File: src/rtl/core/fss_pkg.sv
// Shared types, constants and helper functions for the fuzzy subsequence scorer.
`default_nettype none

package fss_pkg;

  localparam int unsigned BYTE_W       = 8;
  localparam int unsigned LEN_W        = 6;
  localparam int unsigned CFG_IDX_W    = 3;
  localparam int unsigned CFG_DATA_W   = 64;
  localparam int unsigned WORD_BYTES   = CFG_DATA_W / BYTE_W;
  localparam int unsigned SUM_W        = 14;
  localparam int unsigned SCORE_W      = 15;
  localparam int unsigned OUT_TDATA_W  = 16;

  localparam int unsigned DEF_MAX_QUERY = 32;
  localparam int unsigned DEF_MAX_TEXT  = 4095;

  // Register indexes on the configuration port
  localparam logic [CFG_IDX_W-1:0] REG_NEEDLE_LENGTH = 3'd0;
  localparam logic [CFG_IDX_W-1:0] REG_NEEDLE_WORD_0 = 3'd1;

  // Score terms
  localparam int unsigned SUM_MAX      = 16383;
  localparam int unsigned BASE_ADD     = 10;
  localparam int unsigned RUN_SHIFT    = 3;
  localparam int unsigned START_BONUS  = 20;
  localparam int unsigned SEP_BONUS    = 15;
  localparam int unsigned PREFIX_BONUS = 40;

  typedef struct packed {
    logic signed [SCORE_W-1:0] score;
    logic                      matched;
  } fss_result_t;

  // ASCII-only lower-case fold
  function automatic logic [BYTE_W-1:0] fold_byte(input logic [BYTE_W-1:0] c);
    if (c >= 8'h41 && c <= 8'h5A) begin
      return c + 8'h20;
    end
    return c;
  endfunction

  // Whitespace or word separator that earns the boundary bonus
  function automatic logic is_separator(input logic [BYTE_W-1:0] c);
    return (c >= 8'h09 && c <= 8'h0D) || c == 8'h20 || c == 8'h2D ||
           c == 8'h5F || c == 8'h2E || c == 8'h2F;
  endfunction

endpackage

`default_nettype wire

File: src/rtl/core/fss_cfg_regs.sv
// Configuration register file holding the query length and query bytes.
`default_nettype none

module fss_cfg_regs #(
  parameter int unsigned MAX_QUERY = fss_pkg::DEF_MAX_QUERY
) (
  input  wire logic                                       clk_i,
  input  wire logic                                       rst_ni,
  input  wire logic                                       cfg_valid_i,
  output logic                                            cfg_ready_o,
  input  wire logic [fss_pkg::CFG_IDX_W-1:0]              cfg_index_i,
  input  wire logic [fss_pkg::CFG_DATA_W-1:0]             cfg_data_i,
  output logic [fss_pkg::LEN_W-1:0]                       needle_len_o,
  output logic [MAX_QUERY-1:0][fss_pkg::BYTE_W-1:0]       needle_o
);
  import fss_pkg::*;

  logic                                 wr_en;
  logic [LEN_W-1:0]                     len_q;
  logic [MAX_QUERY-1:0][BYTE_W-1:0]     needle_q;

  assign cfg_ready_o  = 1'b1;
  assign wr_en        = cfg_valid_i & cfg_ready_o;
  assign needle_len_o = len_q;
  assign needle_o     = needle_q;

  always_ff @(posedge clk_i or negedge rst_ni) begin
    if (!rst_ni) begin
      len_q <= '0;
    end else if (wr_en && cfg_index_i == REG_NEEDLE_LENGTH) begin
      len_q <= cfg_data_i[LEN_W-1:0];
    end
  end

  // Each query byte sits in a fixed lane of one configuration word
  always_ff @(posedge clk_i or negedge rst_ni) begin
    if (!rst_ni) begin
      needle_q <= '0;
    end else if (wr_en) begin
      for (int b = 0; b < MAX_QUERY; b++) begin
        if (cfg_index_i == CFG_IDX_W'(int'(REG_NEEDLE_WORD_0) + b / WORD_BYTES)) begin
          needle_q[b] <= cfg_data_i[(b % WORD_BYTES)*BYTE_W +: BYTE_W];
        end
      end
    end
  end

endmodule

`default_nettype wire

File: src/rtl/core/fss_match_unit.sv
// Candidate state registers and the per-byte match and score update.
`default_nettype none

module fss_match_unit #(
  parameter int unsigned MAX_QUERY = fss_pkg::DEF_MAX_QUERY,
  parameter int unsigned MAX_TEXT  = fss_pkg::DEF_MAX_TEXT
) (
  input  wire logic                                 clk_i,
  input  wire logic                                 rst_ni,
  input  wire logic                                 step_i,
  input  wire logic [fss_pkg::BYTE_W-1:0]           byte_i,
  input  wire logic                                 last_i,
  input  wire logic [fss_pkg::LEN_W-1:0]            needle_len_i,
  input  wire logic [MAX_QUERY-1:0][fss_pkg::BYTE_W-1:0] needle_i,
  output fss_pkg::fss_result_t                      result_o
);
  import fss_pkg::*;

  localparam int unsigned POS_W   = $clog2(MAX_QUERY + 1);
  localparam int unsigned QIDX_W  = (MAX_QUERY > 1) ? $clog2(MAX_QUERY) : 1;
  localparam int unsigned TXT_W   = $clog2(MAX_TEXT + 1);
  localparam int unsigned THIRD_W = $clog2(MAX_TEXT / 3 + 1);
  localparam int unsigned RES_W   = ((THIRD_W > SUM_W + 1) ? THIRD_W : SUM_W + 1) + 2;
  localparam logic signed [RES_W-1:0] ResHi = RES_W'((2 ** (SCORE_W - 1)) - 1);
  localparam logic signed [RES_W-1:0] ResLo = -ResHi - RES_W'(1);

  logic [POS_W-1:0]   pos_q, pos_d;
  logic [SUM_W-1:0]   sum_q, sum_d;
  logic [POS_W-1:0]   run_q, run_d;
  logic [BYTE_W-1:0]  prev_q;
  logic [TXT_W-1:0]   txt_q, txt_d;
  logic [THIRD_W-1:0] third_q, third_d;
  logic [1:0]         mod_q, mod_d;
  logic               prefix_q, prefix_d;

  logic [BYTE_W-1:0]      c;
  logic [POS_W-1:0]       len_eff;
  logic                   active, hit;
  logic [SCORE_W-1:0]     add, sum_ext;
  logic signed [RES_W-1:0] res_full;

  always_comb begin
    c       = fold_byte(byte_i);
    len_eff = (needle_len_i > LEN_W'(MAX_QUERY)) ? POS_W'(MAX_QUERY) : POS_W'(needle_len_i);
    active  = pos_q < len_eff;
    hit     = active && (c == fold_byte(needle_i[pos_q[QIDX_W-1:0]]));

    add = SCORE_W'(BASE_ADD) + (SCORE_W'(run_q) << RUN_SHIFT);
    if (txt_q == '0) begin
      add = add + SCORE_W'(START_BONUS);
    end else if (is_separator(prev_q)) begin
      add = add + SCORE_W'(SEP_BONUS);
    end
    sum_ext = SCORE_W'(sum_q) + add;

    pos_d    = pos_q;
    sum_d    = sum_q;
    run_d    = run_q;
    prefix_d = prefix_q;
    if (hit) begin
      sum_d = (sum_ext > SCORE_W'(SUM_MAX)) ? SUM_W'(SUM_MAX) : sum_ext[SUM_W-1:0];
      run_d = run_q + POS_W'(1);
      pos_d = pos_q + POS_W'(1);
    end else if (active) begin
      run_d    = '0;
      prefix_d = 1'b0;
    end

    // Saturating length with a running divide-by-three alongside
    txt_d   = txt_q;
    third_d = third_q;
    mod_d   = mod_q;
    if (txt_q < TXT_W'(MAX_TEXT)) begin
      txt_d = txt_q + TXT_W'(1);
      if (mod_q == 2'd2) begin
        mod_d   = 2'd0;
        third_d = third_q + THIRD_W'(1);
      end else begin
        mod_d = mod_q + 2'd1;
      end
    end

    res_full = $signed(RES_W'(sum_d)) - $signed(RES_W'(third_d));
    if (prefix_d) begin
      res_full = res_full + RES_W'(PREFIX_BONUS);
    end

    if (len_eff == '0) begin
      result_o.score   = '0;
      result_o.matched = 1'b1;
    end else if (pos_d >= len_eff) begin
      if (res_full > ResHi) begin
        result_o.score = SCORE_W'(ResHi);
      end else if (res_full < ResLo) begin
        result_o.score = SCORE_W'(ResLo);
      end else begin
        result_o.score = res_full[SCORE_W-1:0];
      end
      result_o.matched = 1'b1;
    end else begin
      result_o.score   = '1;
      result_o.matched = 1'b0;
    end
  end

  always_ff @(posedge clk_i or negedge rst_ni) begin
    if (!rst_ni) begin
      pos_q    <= '0;
      sum_q    <= '0;
      run_q    <= '0;
      prev_q   <= '0;
      txt_q    <= '0;
      third_q  <= '0;
      mod_q    <= '0;
      prefix_q <= 1'b1;
    end else if (step_i) begin
      if (last_i) begin
        pos_q    <= '0;
        sum_q    <= '0;
        run_q    <= '0;
        prev_q   <= '0;
        txt_q    <= '0;
        third_q  <= '0;
        mod_q    <= '0;
        prefix_q <= 1'b1;
      end else begin
        pos_q    <= pos_d;
        sum_q    <= sum_d;
        run_q    <= run_d;
        prev_q   <= c;
        txt_q    <= txt_d;
        third_q  <= third_d;
        mod_q    <= mod_d;
        prefix_q <= prefix_d;
      end
    end
  end

endmodule

`default_nettype wire

File: src/rtl/core/fuzzy_subsequence_scorer_core.sv
// Top level of the fuzzy subsequence scorer: configuration registers, input stage, match unit, result register.
// A taken word is held in the input stage; the score for a last byte is then registered in the result register.
// Throughput: one haystack byte per cycle while a last byte is not held back by a full result register,
//   set by the state update loop in the match unit; the output register lets the next byte enter while a score waits.
// Reset (rst_ni low, asynchronous): empty query, cleared candidate state, no result held.
`default_nettype none

module fuzzy_subsequence_scorer_core #(
  parameter int unsigned MAX_QUERY = fss_pkg::DEF_MAX_QUERY,
  parameter int unsigned MAX_TEXT  = fss_pkg::DEF_MAX_TEXT
) (
  input  wire logic                               clk_i,
  input  wire logic                               rst_ni,
  // Configuration write channel
  input  wire logic                               cfg_valid_i,
  output logic                                    cfg_ready_o,
  input  wire logic [fss_pkg::CFG_IDX_W-1:0]      cfg_index_i,
  input  wire logic [fss_pkg::CFG_DATA_W-1:0]     cfg_data_i,
  // Haystack stream
  input  wire logic                               s_axis_tvalid_i,
  output logic                                    s_axis_tready_o,
  input  wire logic [fss_pkg::BYTE_W-1:0]         s_axis_tdata_i,  // [7:0] haystack_byte
  input  wire logic                               s_axis_tlast_i,  // last_byte
  // Score stream
  output logic                                    m_axis_tvalid_o,
  input  wire logic                               m_axis_tready_i,
  output logic [fss_pkg::OUT_TDATA_W-1:0]         m_axis_tdata_o,  // [14:0] match_score, [15] zero
  output logic                                    m_axis_tuser_o   // matched
);
  import fss_pkg::*;

  logic [LEN_W-1:0]                 needle_len;
  logic [MAX_QUERY-1:0][BYTE_W-1:0] needle;

  // Input stage
  logic              in_valid_q, in_valid_d;
  logic [BYTE_W-1:0] in_byte_q;
  logic              in_last_q;
  logic              in_take, in_adv, out_free;

  // Result register
  logic        out_valid_q, out_valid_d;
  fss_result_t out_res_q, step_res;

  fss_cfg_regs #(
    .MAX_QUERY(MAX_QUERY)
  ) u_cfg (
    .clk_i       (clk_i),
    .rst_ni      (rst_ni),
    .cfg_valid_i (cfg_valid_i),
    .cfg_ready_o (cfg_ready_o),
    .cfg_index_i (cfg_index_i),
    .cfg_data_i  (cfg_data_i),
    .needle_len_o(needle_len),
    .needle_o    (needle)
  );

  // A byte that ends the candidate advances only when the result register has room;
  // every other byte advances at once since it produces nothing.
  assign out_free        = !out_valid_q || m_axis_tready_i;
  assign in_adv          = in_valid_q && (!in_last_q || out_free);
  assign s_axis_tready_o = !in_valid_q || in_adv;
  assign in_take         = s_axis_tvalid_i && s_axis_tready_o;

  fss_match_unit #(
    .MAX_QUERY(MAX_QUERY),
    .MAX_TEXT (MAX_TEXT)
  ) u_match (
    .clk_i       (clk_i),
    .rst_ni      (rst_ni),
    .step_i      (in_adv),
    .byte_i      (in_byte_q),
    .last_i      (in_last_q),
    .needle_len_i(needle_len),
    .needle_i    (needle),
    .result_o    (step_res)
  );

  always_comb begin
    in_valid_d = in_take ? 1'b1 : (in_adv ? 1'b0 : in_valid_q);
    if (in_adv && in_last_q) begin
      out_valid_d = 1'b1;
    end else if (m_axis_tready_i) begin
      out_valid_d = 1'b0;
    end else begin
      out_valid_d = out_valid_q;
    end
  end

  always_ff @(posedge clk_i or negedge rst_ni) begin
    if (!rst_ni) begin
      in_valid_q  <= 1'b0;
      out_valid_q <= 1'b0;
    end else begin
      in_valid_q  <= in_valid_d;
      out_valid_q <= out_valid_d;
    end
  end

  // Payload registers: hold the word until the stage moves on
  always_ff @(posedge clk_i) begin
    if (in_take) begin
      in_byte_q <= s_axis_tdata_i;
      in_last_q <= s_axis_tlast_i;
    end
    if (in_adv && in_last_q) begin
      out_res_q <= step_res;
    end
  end

  assign m_axis_tvalid_o = out_valid_q;
  assign m_axis_tdata_o  = {{(OUT_TDATA_W - SCORE_W){1'b0}}, out_res_q.score};
  assign m_axis_tuser_o  = out_res_q.matched;

endmodule

`default_nettype wire

File: config.mk
export PLATFORM = sky130hd
export DESIGN_NAME = fuzzy_subsequence_scorer_core
export DESIGN_NICKNAME = d
export VERILOG_FILES = /design/src/rtl/core/fss_pkg.sv /design/src/rtl/core/fss_cfg_regs.sv /design/src/rtl/core/fss_match_unit.sv /design/src/rtl/core/fuzzy_subsequence_scorer_core.sv
export SDC_FILE = /design/constraint.sdc
export NUM_CORES = 1
export LEC_CHECK = 0
export BUFFER_PORTS_ARGS = -buffer_cell sky130_fd_sc_hd__buf_2
export CAP_MARGIN = 0
export CORE_MARGIN = 4
export CORE_UTILIZATION = 50
export CTS_BUF_LIST = sky130_fd_sc_hd__clkbuf_8
export CTS_CLUSTER_DIAMETER = 100
export DETAILED_ROUTE_END_ITERATION = 7
export GPL_TIMING_DRIVEN = 1
export HOLD_SLACK_MARGIN = 0.1
export PLACE_DENSITY = 0.7
export SLEW_MARGIN = 20
export SYNTH_ARGS = -nofsm -noshare
export SYNTH_HDL_FRONTEND = slang
export SYNTH_SLANG_ARGS = --single-unit
File: constraint.sdc
create_clock -name clk_i -period 6.9 [get_ports clk_i]
set_input_delay 0.69 -clock clk_i [delete_from_list [all_inputs] [get_ports clk_i]]
set_output_delay 0.69 -clock clk_i [all_outputs]
set_load 0.05 [all_outputs]
; ---- Word level (Yosys, flattened, before mapping)
; Cells that the tools add are included.
[word_totals]
input_bits = 81
ff_bits = 349
elab_cells = 156
out_inout_bits = 20
[op_classes]
n_addsub = 13
n_mux = 39
n_lt_le_gt_ge = 14
reduce_logical = 32
n_eq_ne = 11
[op_table]
columns = operator, count
row1 = 2-to-1 mux 15 bit, 4
row2 = 2-to-1 mux 8 bit, 6
row3 = 2-to-1 mux 14 bit, 3
row4 = binary-select mux 8 bit (select 5 bit), 1
row5 = 2-to-1 mux 6 bit, 6
row6 = 2-to-1 mux 11 bit, 3
row7 = == test 8 x 6 -> 1 bit (second input constant), 4
row8 = 2-to-1 mux 12 bit, 2
row9 = adder 17 x 6 -> 17 bit (second input constant), 1
row10 = > comparator 17 x 15 -> 1 bit (second input constant), 1
row11 = less-than comparator 17 x 15 -> 1 bit (second input constant), 1
row12 = 2-to-1 mux 17 bit, 1
row13 = adder 8 x 6 -> 8 bit (second input constant), 2
row14 = >= comparator 8 x 7 -> 1 bit (second input constant), 2
row15 = <= comparator 8 x 7 -> 1 bit (second input constant), 2
row16 = 2-to-1 mux 16 bit, 1
row17 = adder 14 x 15 -> 15 bit, 1
row18 = adder 15 x 4 -> 15 bit (second input constant), 1
row19 = adder 15 x 5 -> 15 bit (second input constant), 1
row20 = > comparator 15 x 14 -> 1 bit (second input constant), 1
row21 = subtractor 14 x 11 -> 15 bit, 1
row22 = adder 12 x 1 -> 12 bit (second input constant), 1
row23 = adder 6 x 1 -> 6 bit (second input constant), 2
row24 = zero test 12 bit, 1
row25 = other kinds (26), 60

; ---- Logic depth before layout (Yosys ltp)
[logic_depth]
word_depth = 20
depth_mapped = 35

; ---- Modules after synthesis
; A second synthesis with hierarchy kept.
[unflattened]
hier_cells = 1435
hier_area_um2 = 18509.0
[modules_own_cells]
columns = mod, instances, seq_area_each_um2, cells_each, area_per_inst_um2
row1 = fss_cfg_regs, 1, 6556.3, 559, 9850.7
row2 = fss_match_unit, 1, 1502.7, 839, 7778.7
row3 = fuzzy_subsequence_scorer_core, 1, 800.8, 37, 879.6

; ---- Worst setup path before layout
; No wires, ideal clock.
[synth_path]
kind = register to register
from = register u_match.txt_q[0]
to = register out_res_q (netlist bit m_axis_tdata_o[12]), data pin
synth_period_minus_slack_ns = 6.531
stages_incl_launch_ff = 35
required_ns = 6.621
path_slack_ns = 0.369
setup_time_ns = 0.279
n_path_buf = 1
t_arrival_ns = 6.253
cell_sequence = dfrtp_1 > inv_1 > ha_1 > nor4b_1 > nand2_1 > nor4_1 > or3_1 > inv_1 > ha_1 > fa_1 > a21o_1 > a21oi_1 > o21ai_0 > a21o_1 > a21o_1 > a21o_1 > nand3_1 > clkbuf_1 > a21oi_1 > a21o_1 > ha_1 > a21oi_1 > o21ai_0 > a21o_1 > a21o_1 > a31oi_1 > nor2b_1 > o21a_1 > o21a_1 > nor2_1 > nand3_1 > a211oi_2 > nand3_1 > nand2_1 > a21oi_2
[synth_via]
elab_chain_cells = 13
word_cells_on_any_way = 16
classes_between = 3 x add/sub / 4 x order compare / 8 x mux / 1 x reduce/logical
[synth_lines]
columns = element, line
row1 = "start, declared", fss_match_unit.sv:31  ; logic [TXT_W-1:0] txt_q, txt_d;
row2 = "start signal, assigned", fss_match_unit.sv:131  ; txt_q <= txt_d;
row3 = zero test 12 bit, fss_match_unit.sv:49  ; if (txt_q == '0) begin
row4 = 2-to-1 mux 15 bit, fss_match_unit.sv:49
row5 = adder 14 x 15 -> 15 bit, fss_match_unit.sv:54  ; sum_ext = SCORE_W'(sum_q) + add;
row6 = > comparator 15 x 14 -> 1 bit, fss_match_unit.sv:61  ; sum_d = (sum_ext > SCORE_W'(SUM_MAX)) ? SUM_W'(SUM_MAX) : sum_ext[SUM_W-1:0];
row7 = 2-to-1 mux 14 bit, fss_match_unit.sv:61
row8 = 2-to-1 mux 14 bit, fss_match_unit.sv:60  ; if (hit) begin
row9 = subtractor 14 x 11 -> 15 bit *, fss_match_unit.sv:83  ; res_full = $signed(RES_W'(sum_d)) - $signed(RES_W'(third_d));
row10 = adder 17 x 6 -> 17 bit, fss_match_unit.sv:85  ; res_full = res_full + RES_W'(PREFIX_BONUS);
row11 = 2-to-1 mux 17 bit *, fss_match_unit.sv:84  ; if (prefix_d) begin
row12 = less-than comparator 17 x 15 -> 1 bit, fss_match_unit.sv:94  ; end else if (res_full < ResLo) begin
row13 = 2-to-1 mux 15 bit, fss_match_unit.sv:94
row14 = 2-to-1 mux 15 bit *, fss_match_unit.sv:92  ; if (res_full > ResHi) begin
row15 = 2-to-1 mux 16 bit *, fss_match_unit.sv:91  ; end else if (pos_d >= len_eff) begin
row16 = "end signal, assigned", fuzzy_subsequence_scorer_core.sv:107  ; out_res_q <= step_res;
row17 = "end, declared", fuzzy_subsequence_scorer_core.sv:43  ; fss_result_t out_res_q, step_res;
; Mark *: on every way between the ends. The rest lies on a longest branch, timed or not.
; A chain may end at the register's enable or synchronous reset.

; ---- Worst setup path in the final report
[layout_path]
from = register u_match.txt_q[0]
to = register out_res_q (netlist bit m_axis_tdata_o[13]), data pin
; The elaborated chain is that of the path after synthesis.

==> impl_metrics.sql <==
INSERT INTO impl_metrics (metric_group, metric, value, unit) VALUES
('final_layout', 'area_growth_syn_to_layout', '12.9', '%'),
('timing', 'fin_crit', '6.49', 'ns'),
('logic_synthesis', 'ys_seq_area_share', '48.7', '%'),
('clock_tree', 'number_of_h_tree_levels', '2', ''),
('global_route', 'use_met2', '34.9', '%'),
('power_and_ir_drop', 'pwr-share-comb', '30.8', '%'),
('logic_synthesis', 'synth.distinct_cells', '85', ''),
('timing', 'maxSlewViolCount', '0', ''),
('floorplan', 'rows', '69', ''),
('placed_design', 'dp_hpwl', '28.1', 'mm'),
('final_layout', 'drive_gt1_share', '35.9', '%'),
('critical_path', 'biggest_cell_delay_along_the_critical_path', '0.41', 'ns'),
('floorplan', 'core_area', '0.0357', 'mm2'),
('logic_synthesis', 'synth_enable_flop_cells', '25', ''),
('final_layout', 'layout.core_utilization', '57.5', '%'),
('final_layout', 'fillerInstances', '2982', ''),
('critical_path', 'setup_crit_end_kind', 'flip-flop', ''),
('power_and_ir_drop', 'cellPowerDensity', '325', 'mW/mm2'),
('timing', 'fmax', '0.154', 'GHz'),
('logic_synthesis', 'post-synth-top-area-fraction', '44.4', '%'),
('timing', 'clock-skew-final', '0.0360', 'ns'),
('power_and_ir_drop', 'p_int', '4.56', 'mW'),
('floorplan', 'design.portCount', '101', ''),
('routing', 'drtIter0Drc', '767', ''),
('timing', 'report.final.hold_viol_count', '0', ''),
('floorplan', 'die-area', '0.0395', 'mm2'),
('logic_synthesis', 'syn_avg_cell_area', '12.6', 'um2'),
('critical_path', 'crit_path_start_kind', 'flip-flop', ''),
('final_layout', 'multiInputGateArea', '0.00894', 'mm2'),
('global_route', 'global_route.peak_usage_layer', 'met2', ''),
('critical_path', 'arrival', '6.87', 'ns'),
('final_layout', 'stdcell_area', '0.0205', 'mm2'),
('final_layout', 'most_common_library_cell_in_the_layout_ignoring_fill_and_taps', 'sky130_fd_sc_hd__dfrtp_1', ''),
('job', 'number_of_violations_of_the_max_capacitance_limit', '0', ''),
('logic_synthesis', 'netlist_area', '0.0182', 'mm2'),
('routing', 'routedWlPerCell', '20.0', 'um'),
('logic_synthesis', 'synth_async_sr_flop_share', '92.8', '%'),
('final_layout', 'register_area', '0.00886', 'mm2'),
('routing', 'finalWirelength', '41.5', 'mm'),
('logic_synthesis', 'post_synth_main_area_contributors', 'sky130_fd_sc_hd__dfrtp_1, sky130_fd_sc_hd__mux2_2, sky130_fd_sc_hd__edfxtp_1', ''),
('timing', 'maxSlewHeadroom', '30.5', '%'),
('global_route', 'use_met3', '3.86', '%'),
('timing', 'setup_violations', '0', ''),
('placed_design', 'numPortBuffers', '98', ''),
('critical_path', 'critical_path_required', '7.29', 'ns'),
('floorplan', 'fp.dieW', '199', 'um'),
('power_and_ir_drop', 'switching_share', '31.6', '%'),
('global_route', 'grt_remaining_overflow', '0', ''),
('clock_tree', 'cts_sinks', '349', ''),
('logic_synthesis', 'postSynthRegisterBits', '349', ''),
('critical_path', 'critPathMostFrequentCell', 'sky130_fd_sc_hd__a21o_1', ''),
('power_and_ir_drop', 'cellLeakagePower', '8.83', 'nW'),
('global_route', 'antenna_found_initial', '0', ''),
('critical_path', 'slowest_stage', 'sky130_fd_sc_hd__dfrtp_1', ''),
('clock_tree', 'cts.path.max_buffers', '3', ''),
('critical_path', 'critPathBufInv', '3', ''),
('routing', 'via_count', '11999', ''),
('global_route', 'global_route.usage.total', '21.3', '%'),
('routing', 'route.antenna.remaining_nets', '0', ''),
('global_route', 'met1_usage', '29.5', '%'),
('timing', 'tightest_slew', '1.04', 'ns'),
('routing', 'dr.pass1.iters', '4', ''),
('critical_path', 'path_delay_family', 'compound AO/OA/AOI/OAI gates', ''),
('global_route', 'grt_start_max_net_pins', '142', ''),
('timing', 'setup_total_negative_slack', '0', 'ns'),
('floorplan', 'die_y', '199', 'um'),
('timing', 'timing.final.crit_share', '94.0', '%'),
('outcome', 'status', 'completed', ''),
('clock_tree', 'cts-root-buf', 'sky130_fd_sc_hd__clkbuf_8', ''),
('power_and_ir_drop', 'power.sequential.fraction', '40.5', '%'),
('logic_synthesis', 'synth.largest_area_cell', 'sky130_fd_sc_hd__dfrtp_1', '');
synthesized netlist by cell type, types with 4 or more instances:
library cell and instances:
sky130_fd_sc_hd__xnor2_1 29, sky130_fd_sc_hd__clkbuf_1 43, sky130_fd_sc_hd__buf_1 4, sky130_fd_sc_hd__mux4_1 10, sky130_fd_sc_hd__nand3_1 35, sky130_fd_sc_hd__a21o_1 22
sky130_fd_sc_hd__nand2b_1 10, sky130_fd_sc_hd__buf_12 5, sky130_fd_sc_hd__buf_6 5, sky130_fd_sc_hd__a22o_1 18, sky130_fd_sc_hd__nand2_1 100, sky130_fd_sc_hd__o21ai_0 51
sky130_fd_sc_hd__nor2_1 45, sky130_fd_sc_hd__xor2_1 37, sky130_fd_sc_hd__and3_1 11, sky130_fd_sc_hd__or3_1 6, sky130_fd_sc_hd__mux2i_1 58, sky130_fd_sc_hd__buf_2 9
sky130_fd_sc_hd__a21oi_1 47, sky130_fd_sc_hd__mux4_2 26, sky130_fd_sc_hd__mux2_2 274, sky130_fd_sc_hd__nand4_1 8, sky130_fd_sc_hd__o21a_1 7, sky130_fd_sc_hd__o221ai_1 5
sky130_fd_sc_hd__a211oi_2 4, sky130_fd_sc_hd__ha_1 45, sky130_fd_sc_hd__o22ai_1 9, sky130_fd_sc_hd__dfrtp_1 323, sky130_fd_sc_hd__a21oi_2 10, sky130_fd_sc_hd__a31oi_1 5
sky130_fd_sc_hd__nor2b_1 13, sky130_fd_sc_hd__and4_1 4, sky130_fd_sc_hd__buf_4 6, sky130_fd_sc_hd__inv_1 27, sky130_fd_sc_hd__edfxtp_1 25, sky130_fd_sc_hd__and2_1 5
sky130_fd_sc_hd__nor3_1 12, sky130_fd_sc_hd__nor3b_1 7, sky130_fd_sc_hd__a22oi_1 18
routing by layer:
layer	wire [um]	part of all wire, %	vias up
li1	-	-	5577
met1	18600	45	6127
met2	20200	49	231
met3	1800	4.3	64
met4	915	2.2	0
met5	0	0	-
registers in the layout (all words and copies together) (netlist names):
signal              cells
u_cfg.needle_o        256
m_axis_tdata_o         15
u_match.sum_q          14
u_match.txt_q          12
u_match.third_q        11
in_byte_q               8
u_match.prev_q          8
u_cfg.needle_len_o      6
u_match.pos_q           6
u_match.run_q           6
u_match.mod_q           2
in_last_q               1
in_valid_q              1
m_axis_tuser_o          1
m_axis_tvalid_o         1
u_match.prefix_q        1
metrics by stage:
stage / setup slack [ns] / power [mW] / cells / hold slack, ns
final: 0.415 / 6.67 / 2074 / 0.169
after global routing: 0.0109 / 7.07 / 2074 / 0.189
after CTS: 0.0282 / 6.67 / 2071 / 0.171
after detailed placement: 0.00136 / 4.73 / 1967 / 0.488
after global placement: 0.137 / 4.67 / 1967 / 0.480
after floorplan: 0.369 / 4.24 / 1447 / 0.394
what timing repair did:
item | 4_1_cts | 5_1_grt
setup endpoints to repair | 14 | 15
pin swaps | 0 | 2
gates cloned | 0 | 1
buffers inserted | 0 | 2
hold buffers | 0 | 0
gates resized for setup | 3 | 21
hold endpoints to repair | 0 | 0
worst paths after layout:
path,start,to,slack (ns),depth (start not counted)
min,rst_ni,u_cfg.needle_o[135],0.17,1
max reg2reg,u_match.txt_q[0],m_axis_tdata_o[13],0.41,34
min in group clk_i,s_axis_tdata_i[6],in_byte_q[6],0.22,1
max,u_match.txt_q[0],m_axis_tdata_o[13],0.41,34
min reg2reg,u_cfg.needle_o[21],u_cfg.needle_o[21],0.50,1
max in group asynchronous,rst_ni,u_cfg.needle_o[133],5.32,2
cells by family (layout without fill, tap and decap cells):
kind of cell             count (synthesis)  after routing  share of synthesized area, %
AO/OA/AOI/OAI                          231            231                          9.05
XOR/XNOR                                67             67                          3.27
adder cells (fa/ha/maj)                 47             47                          3.31
buffers and inverters                  100            265                          2.96
flip-flops                             349            349                          48.7
multiplexers                           369            369                          24.9
other                                    2              3                        0.0413
AND/OR/NAND/NOR                        281            282                          7.78
area by class of cell:
type / count / area share [%]
repair buffers: 134 / 4.09
flip-flops and latches: 349 / 43.2
clock inverters: 30 / 0.975
inverters: 27 / 0.493
multi-input cells: 999 / 43.5
clock buffers: 74 / 4.96
well taps: 461 / 2.81
power by group through the flow:
stage / registers [mW] / clock network [mW] / logic (mW)
final: 2.70 / 1.91 / 2.06
after global routing: 2.75 / 2.06 / 2.26
after CTS: 2.72 / 1.96 / 1.99
after detailed placement: 2.76 / 0 / 1.97
after global placement: 2.73 / 0 / 1.93
after floorplan: 2.69 / 0 / 1.55
No activity file was read; power rests on OpenSTA's default activity.
